--- config.mk ---
export PLATFORM = sky130hd
export DESIGN_NAME = crc16rfc_core
export DESIGN_NICKNAME = d
export VERILOG_FILES = /design/src/rtl/crc16rfc_pkg.sv /design/src/rtl/crc16rfc_core.sv
export SDC_FILE = /design/constraint.sdc
export NUM_CORES = 1
export LEC_CHECK = 0
export BUFFER_PORTS_ARGS = -buffer_cell sky130_fd_sc_hd__buf_2
export CORE_ASPECT_RATIO = 0.75
export CORE_UTILIZATION = 45
export CTS_BUF_LIST = sky130_fd_sc_hd__clkbuf_8
export CTS_CLUSTER_SIZE = 24
export DETAILED_ROUTE_END_ITERATION = 10
export PLACE_DENSITY_LB_ADDON = 0.08
export SLEW_MARGIN = 20
export SYNTH_ARGS = -nofsm -noshare
export SYNTH_HDL_FRONTEND = slang
export SYNTH_SLANG_ARGS = --single-unit
--- constraint.sdc ---
create_clock -name clk -period 3.8 [get_ports clk]
set_input_delay 0.38 -clock clk [delete_from_list [all_inputs] [get_ports clk]]
set_output_delay 0.38 -clock clk [all_outputs]
set_load 0.01 [all_outputs]
--- src/rtl/crc16rfc_pkg.sv ---
// Shared constants, types and the CRC table function for the read frame checker.
package crc16rfc_pkg;

    localparam int FRAME_BYTES_DEF = 16;

    localparam logic [7:0]  CRC_HIGH_INIT = 8'h3C;
    localparam logic [7:0]  CRC_LOW_INIT  = 8'h7F;
    localparam logic [7:0]  HEADER_BYTE   = 8'hAA;
    localparam logic [1:0]  FLAGS_TOP     = 2'b10;
    localparam logic [15:0] CRC_POLY      = 16'hA001;
    localparam int          ID_W          = 6;

    typedef enum logic [1:0] {
        STATUS_OK         = 2'd0,
        STATUS_BAD_HEADER = 2'd1,
        STATUS_BAD_FLAGS  = 2'd2,
        STATUS_CRC_ERROR  = 2'd3
    } status_t;

    typedef struct packed {
        status_t          status;
        logic [ID_W-1:0]  msg_id;
    } result_t;

    // Low byte is the high-table value, high byte is the low-table value.
    function automatic logic [15:0] crc_table_entry(input logic [7:0] v);
        logic [15:0] c;
        c = {8'h00, v};
        for (int k = 0; k < 8; k++) begin
            c = c[0] ? ((c >> 1) ^ CRC_POLY) : (c >> 1);
        end
        return c;
    endfunction

endpackage

--- src/rtl/crc16rfc_core.sv ---
// Frame position tracking, CRC folding and frame checks for one registered byte.
module crc16rfc_core
    import crc16rfc_pkg::*;
#(
    parameter int FRAME_BYTES = FRAME_BYTES_DEF
)
(
    input  logic       clk,
    input  logic       rst_n,
    input  logic       step,
    input  logic [7:0] frame_byte,
    input  logic       start_req,
    output logic       res_valid,
    output result_t    res
);

    localparam int POS_W = $clog2(FRAME_BYTES);
    localparam logic [POS_W-1:0] POS_CHECK_HIGH = POS_W'(FRAME_BYTES - 2);

    logic [POS_W-1:0] pos_reg, pos_next, pos_cur;
    logic [7:0]       crc_high_reg, crc_high_next, crc_high_cur;
    logic [7:0]       crc_low_reg, crc_low_next, crc_low_cur;
    logic             header_ok_reg, header_ok_next;
    logic             flags_ok_reg, flags_ok_next;
    logic [ID_W-1:0]  saved_id_reg, saved_id_next;
    logic             first_match_reg, first_match_next;
    logic [15:0]      table_val;

    always_comb
    begin
        pos_cur      = start_req ? '0 : pos_reg;
        crc_high_cur = (pos_cur == '0) ? CRC_HIGH_INIT : crc_high_reg;
        crc_low_cur  = (pos_cur == '0) ? CRC_LOW_INIT : crc_low_reg;
        table_val    = crc_table_entry(crc_high_cur ^ frame_byte);

        header_ok_next   = header_ok_reg;
        flags_ok_next    = flags_ok_reg;
        saved_id_next    = saved_id_reg;
        first_match_next = first_match_reg;
        if (pos_cur == '0)
        begin
            header_ok_next = (frame_byte == HEADER_BYTE);
        end
        if (pos_cur == POS_W'(1))
        begin
            flags_ok_next = (frame_byte[7:6] == FLAGS_TOP);
            saved_id_next = frame_byte[ID_W-1:0];
        end

        res_valid    = 1'b0;
        res.status   = STATUS_OK;
        res.msg_id   = '0;
        crc_high_next = crc_high_cur;
        crc_low_next  = crc_low_cur;
        priority if (pos_cur < POS_CHECK_HIGH)
        begin
            crc_high_next = crc_low_cur ^ table_val[7:0];
            crc_low_next  = table_val[15:8];
            pos_next      = pos_cur + POS_W'(1);
        end
        else if (pos_cur == POS_CHECK_HIGH)
        begin
            first_match_next = (frame_byte == crc_high_cur);
            pos_next         = pos_cur + POS_W'(1);
        end
        else
        begin
            res_valid = 1'b1;
            priority if (!header_ok_reg)
            begin
                res.status = STATUS_BAD_HEADER;
            end
            else if (!flags_ok_reg)
            begin
                res.status = STATUS_BAD_FLAGS;
            end
            else if (!first_match_reg || (frame_byte != crc_low_cur))
            begin
                res.status = STATUS_CRC_ERROR;
            end
            else
            begin
                res.status = STATUS_OK;
                res.msg_id = saved_id_reg;
            end
            pos_next      = '0;
            crc_high_next = CRC_HIGH_INIT;
            crc_low_next  = CRC_LOW_INIT;
        end
    end

    always_ff @(posedge clk or negedge rst_n)
    begin
        if (!rst_n)
        begin
            pos_reg         <= '0;
            crc_high_reg    <= CRC_HIGH_INIT;
            crc_low_reg     <= CRC_LOW_INIT;
            header_ok_reg   <= 1'b0;
            flags_ok_reg    <= 1'b0;
            saved_id_reg    <= '0;
            first_match_reg <= 1'b0;
        end
        else if (step)
        begin
            pos_reg         <= pos_next;
            crc_high_reg    <= crc_high_next;
            crc_low_reg     <= crc_low_next;
            header_ok_reg   <= header_ok_next;
            flags_ok_reg    <= flags_ok_next;
            saved_id_reg    <= saved_id_next;
            first_match_reg <= first_match_next;
        end
    end

endmodule

==> metrics.md, run 1 <==
| Metric | Value |
|---|---|
| Slowest-stage cell, CP | nor4b_2 |
| Max VDD drop | around 0.36 mV |
| Global-route wire length before repair | 7.07 mm |
| Clk buf depth | 2 |
| CP cell instances | nor2b_1 > inv_1 > ha_1 > and2_1 > o22ai_1 > nand4b_1 > nor4b_2 > and2_1 > buf_2 |
| P_leak | 0.926 nW |
| Worst hold path type | input port to asynchronous set/reset pin |
| Worst-Skew Late Latency | approximately 0.28 ns |
| Synth top cells by count | nand2_1, dfrtp_1, xnor2_1, nor2_1, xor2_1 |
| Synth top area share | a little under a quarter |
| DR WL/cell | around 16 um |
| # clock sinks | 29 |
| Fin Hold WS | approximately 0.12 ns |
| Ant. Diodes | 0 |
| RSZ-0062 raised after global routing | false |
| Syn Inst Count | ~200 |
| CTS root buf | clkbuf_8 |
| Distinct cells, synth | 42 |
| CP Launch Type | flip-flop |
| Hold-fix buffers, CTS | 0 |
| Pre-CTS WS | between 0.5 and 0.6 ns |
| Fmax | roughly 0.30 GHz |
| Routed Wire Length | approximately 4.4 mm |
| DRT Pass-1 Iters | 4 |
| #FFs+latches synth | 29 |
| H-tree Lvls | 2 |
| Setup Buffers After CTS | 0 |
| Crit. End Element | output pin |
| Power Density | approximately 750 mW/mm2 |
| Final ANT Viol Nets | 0 |
| Io pins | 21 |
| Mean Syn Cell Area | ~9.7 um2 |
| Final Non-Filler Cells | around 270 |
| Vias | 1503 |
| Initial antenna violation count | 0 |
| Detailed placement HPWL | 3.26 mm |
| Ys async rst share | between 90% and 100% |
| CP required | about 3.4 ns |
| Max cap viols | 0 |
| Vias in the first global route | between 1000 and 1500 |
| # setup viols final | 0 |
| Clock Pin Slew Worst Setup and Hold Paths | about 0.060 ns |
| Die Span Y | 58.9 um |
| Buf+Inv Stages, Crit Path | 2 |
| Post-Syn Area | around 0.0019 mm2 |
| Post-Place Cells | around 260 |
| Detailed Route Iter0 Violations | 35 |
| Critical path's top delay family | simple AND/OR/NAND/NOR gates |
| Yosys warning count | 0 |
| Post-CTS sizing | 0 |
| Slew @ Worst Pin | approximately 0.75 ns |
| DR vias/cell | 5.53 |
| Top-count cell post-synth | nand2_1 |
| Fin crit period | between 3 and 4 ns |
| Fraction of layout cells with a size suffix above 1 | between 20% and 30% |
| Largest cells by area after synthesis | dfrtp_1, dfstp_2, xnor2_1, xor2_1, ha_1 |
| Outcome | finished clean |
| Setup Skew | between 0.005 and 0.006 ns |
| Cell taking the most area after synthesis | dfrtp_1 |
| Register area share after synthesis | 38.1% |
| CP Class | flip-flop to output pin |
| Number of remaining DRC errors | 0 |
| Slowest stage delay, CP | roughly 0.50 ns |
| Num CTS Buffers | 5 |
| Full die area | 0.00458 mm2 |
| Starting Density | between 40 and 50% |
| All-Layer GR Usage | about a fifth |
| Core Region | between 0.004 and 0.005 mm2 |
| TritonCTS clock tree | built |
| Nets | between 200 and 250 |
| Fin worst setup slack | around 0.44 ns |
| Largest net degree at the start of global routing | 30 |
| Die X | between 70 and 80 um |
| Syn-to-layout area delta | 11.2% |
| Synth Flop Type | dfrtp_1 |
| Rows | 20 |
| Port bufs | 20 |
| Setup_tns | 0 ns |
| Routability Congestion | 0.910 |
| CP Max Fanout | 13 |
| Fillers | approximately 380 |
| Total global routing overflow | 0 |
| Critical path arrival | 2.98 ns |
| Crit share post-route | 88.6% |
| Slew Limit Fails | 0 |
| Most frequent cell on the critical path | and2_1 |
| Syn nets | approximately 220 |
| Final count of hold timing violations | 0 |
| Post-synth EDFFs | 0 |
| Max-slew headroom | just under 50% |
[power breakdown]
group	switching (mW)	internal [mW]	leakage (nW)
combinational	0.350	0.385	0.535
sequential	0.138	0.478	0.337
clock	0.113	0.142	0.0538
total	0.602	1.01	0.926
[worst paths after layout]
| kind | from | to | slack [ns] | cells past startpoint |
|---|---|---|---|---|
| max in group asynchronous | rst_n | pos_reg[0] | 3.25 | 1 |
| hold / removal | rst_n | saved_id_reg[3] | 0.12 | 1 |
| setup / recovery | pos_reg[0] | res[4] | 0.44 | 9 |
| hold reg to reg | crc_high_reg[7] | crc_high_reg[7] | 0.50 | 2 |
| setup reg to reg | pos_reg[0] | crc_high_reg[0] | 0.70 | 13 |
| min in group clk | start_req | pos_reg[3] | 0.37 | 2 |
[cell families (layout without fill, tap and decap cells)]
logic type,count (synthesis),after routing,synth area share [%]
adders and majority gates,7,7,4.52
and+or+nand+nor,58,58,15.6
muxes,8,8,4.58
buffers and inverters,19,37,4.13
DFF,29,29,38.1
AOI/OAI and AO/OA,45,45,16.7
xor gates and xnor gates,33,33,16.3
[layout by cell type (no fill, tap or decap), types with 2 or more instances in the layout]
cell type,count
a21boi_0,3
a21oi_1,6
a22oi_1,2
and2_1,8
buf_2,20
clkbuf_8,6
dfrtp_1,18
dfstp_2,11
ha_1,7
inv_1,10
mux2_2,7
nand2_1,19
nand3_1,4
nand4b_1,2
nor2_1,15
nor2b_1,2
nor4bb_1,2
o21ai_0,11
o22a_1,7
o22ai_1,3
o32a_1,4
xnor2_1,17
xnor3_1,2
xor2_1,14
[cell type report]
cell class | count | area, um2 | area share (%)
Multi-Input combinational cell | 151 | 1120 | 51.9
Inverter | 8 | 30.0 | 1.39
Clock inverter | 2 | 7.51 | 0.348
Timing Repair Buffer | 21 | 108 | 4.99
Clock buffer | 6 | 82.6 | 3.83
Tap cell | 55 | 68.8 | 3.19
Sequential cell | 29 | 739 | 34.3
[layer usage]
metal	part of all wire, %	routed length [um]	vias up	track usage (%)
met5	0	0	-	0
met4	1.6	69	0	8.09
met3	3.5	155	9	4.65
met2	45	1980	28	33.6
met1	50	2220	746	27.6
li1	-	-	720	-
[stage by stage]
step | util, % | power [mW] | cell area [um2]
4_1_cts | 52.9 | 1.61 | 2160
2_1_floorplan | - | 1.20 | 1940
5_1_grt | 52.9 | 1.72 | 2160
3_3_place_gp | 50.6 | 1.32 | 2070
3_5_place_dp | 50.6 | 1.35 | 2070
6_report | 52.9 | 1.61 | 2160
No activity file was read; power rests on OpenSTA's default activity.
==> run 2, diff against run 1 <==
==> constraint.sdc (replaced) <==
create_clock -name clk -period 4.1 [get_ports clk]
set_input_delay 0.41 -clock clk [delete_from_list [all_inputs] [get_ports clk]]
set_output_delay 0.41 -clock clk [all_outputs]
set_load 0.01 [all_outputs]
==> run 2 against run 1 <==
- largest cell class unchanged
- design area down 0.81%
- critical path depth is the same
- clock skew barely moved
- count of clock-buffer cells in the layout decreased by 1
- global-route usage fell by 0.20 points
- combinational power down 7.3%
- worst hold slack improved by 0.036 ns
==> metrics.md, run 2 (synthesis results as in run 1) <==
| Metric | Value |
|---|---|
| Largest net degree at the start of global routing | 30 (unchanged) |
| All-Layer GR Usage | 20.7% (-0.20 points) |
| Setup_tns | 0 ns (unchanged) |
| Max cap viols | 0 (unchanged) |
| Final Util | 52.4% (-0.43 points) |
| Global-route wire length before repair | 7.13 mm (+0.98%) |
| # clock sinks | 29 (unchanged) |
| Starting Density | 47.5% (unchanged) |
| Fraction of layout cells with a size suffix above 1 | 21.3% (-0.82 points) |
| DRT Pass-1 Iters | 4 (unchanged) |
| Fin crit period | about 3.4 ns |
| Crit. End Element | output pin |
| CP Max Fanout | 17 (+4) |
| Slew @ Worst Pin | 0.757 ns (+0.00246 ns) |
| Crit share post-route | 83.7% |
| Detailed Route Iter0 Violations | 64 (+83%) |
| Max-slew headroom | 49.0% (-0.17 points) |
| Nets | 234 (-0.43%) |
| Worst-Skew Late Latency | 0.28 ns (about the same) |
| CP required | 3.69 ns (+0.27 ns) |
| Port bufs | 20 (unchanged) |
| Fin worst setup slack | 0.667 ns (+0.232 ns) |
| Detailed placement HPWL | 3.28 mm (+0.43%) |
| Num CTS Buffers | 5 (unchanged) |
| Setup Buffers After CTS | 0 (unchanged) |
| DR WL/cell | 15.8 um (-3.1%) |
| Die Span Y | 58.9 um (unchanged) |
| Worst hold path type | input port to asynchronous set/reset pin |
| Most frequent cells in the layout | buf_2, nand2_1, dfrtp_1 |
| Routability Congestion | 0.848 (-6.8%) |
| Max VDD drop | 0.344 mV (-3.6%) |
| Syn-to-layout area delta | 10.3% |
| Most common cell after layout, fill and taps aside | buf_2 |
| Routed Wire Length | 4.27 mm (-3.5%) |
| Fmax | approximately 0.29 GHz |
| Outcome | finished clean |
| Clock Pin Slew Worst Setup and Hold Paths | 0.06 ns (about the same) |
| Rows | 20 (unchanged) |
| Hold-fix buffers, CTS | 0 (unchanged) |
| Die X | 77.8 um (unchanged) |
| Pre-CTS WS | 0.709 ns (+0.120 ns) |
| Vias in the first global route | 1445 (unchanged) |
| Vias | 1474 (-1.9%) |
| P_leak | 0.919 nW (-0.73%) |
| Number of remaining DRC errors | 0 (unchanged) |
| Setup Skew | 0.00634 ns (+0.000481 ns) |
| Critical path arrival | 3.02 ns (+0.04 ns) |
| R2R setup slack | 0.82 ns (+0.12 ns) |
| TritonCTS clock tree | built |
| # setup viols final | 0 (unchanged) |
| Clk buf depth | 2 (unchanged) |
| Overall Power | 1.46 mW (-9.0%) |
| Power Density | 684 mW/mm2 (-8.3%) |
| Final ANT Viol Nets | 0 (unchanged) |
| Post-CTS sizing | 0 (unchanged) |
| Initial antenna violation count | 0 (unchanged) |
| DR vias/cell | 5.44 (-1.6%) |
| Final count of hold timing violations | 0 (unchanged) |
| CP Class | flip-flop to output pin |
| Core Region | 0.00408 mm2 (unchanged) |
| H-tree Lvls | 2 (unchanged) |
| Fin Hold WS | 0.158 ns (+0.0357 ns) |
| Slew Limit Fails | 0 (unchanged) |
| RSZ-0062 raised after global routing | false |
| Io pins | 21 (unchanged) |
| CTS root buf | clkbuf_8 |
| Full die area | 0.00458 mm2 (unchanged) |
| Ant. Diodes | 0 (unchanged) |
| CP Launch Type | flip-flop |
| Total global routing overflow | 0 (unchanged) |
[run 2: metrics by stage]
step,cells,cell area (um2)
after detailed placement,263,2060
after floorplan,199,1940
after CTS,271,2140
final,271,2140
after global routing,271,2140
after global placement,263,2060
[run 2: critical path, cell delays in order (launching register included)]
cell and delay, ns:
dfrtp_1 0.36, nor2b_1 0.31, inv_1 0.13, ha_1 0.32, and2_1 0.39, o22ai_1 0.27, nand4b_1 0.18, nor4b_2 0.47
and2_1 0.19, buf_2 0.12
[run 2: path summary, 6_finish.rpt]
path,endpoint,cells after the start,from
min in group clk,pos_reg[3],2,start_req
worst max-delay path,res[4],9,pos_reg[0]
max in group asynchronous,crc_low_reg[7],1,rst_n
worst min register to register,crc_high_reg[7],2,crc_high_reg[7]
worst max register to register,crc_high_reg[0],13,pos_reg[0]
worst min-delay path,crc_high_reg[1],1,rst_n
[run 2: area by class of cell]
class | count | area (um2)
Multi-Input combinational cell | 151 | 1120
Timing Repair Buffer | 20 | 100
Clock buffer | 5 | 68.8
Fill cell | 385 | 1940
Sequential cell | 29 | 739
Inverter | 8 | 30.0
Tap cell | 55 | 68.8
Clock inverter | 3 | 11.3
[run 2: power breakdown]
part	internal [mW]	switching, mW
Clock	0.113	0.101
Combinational	0.353	0.329
Sequential	0.443	0.124
[run 2: layer usage]
metal | global-route usage (%) | up-vias | wire [um]
met1 | 27.8 | 725 | 2200
met5 | 0 | - | 0
met2 | 32.7 | 24 | 1920
met4 | 7.28 | 0 | 39
li1 | - | 721 | -
met3 | 4.96 | 4 | 111
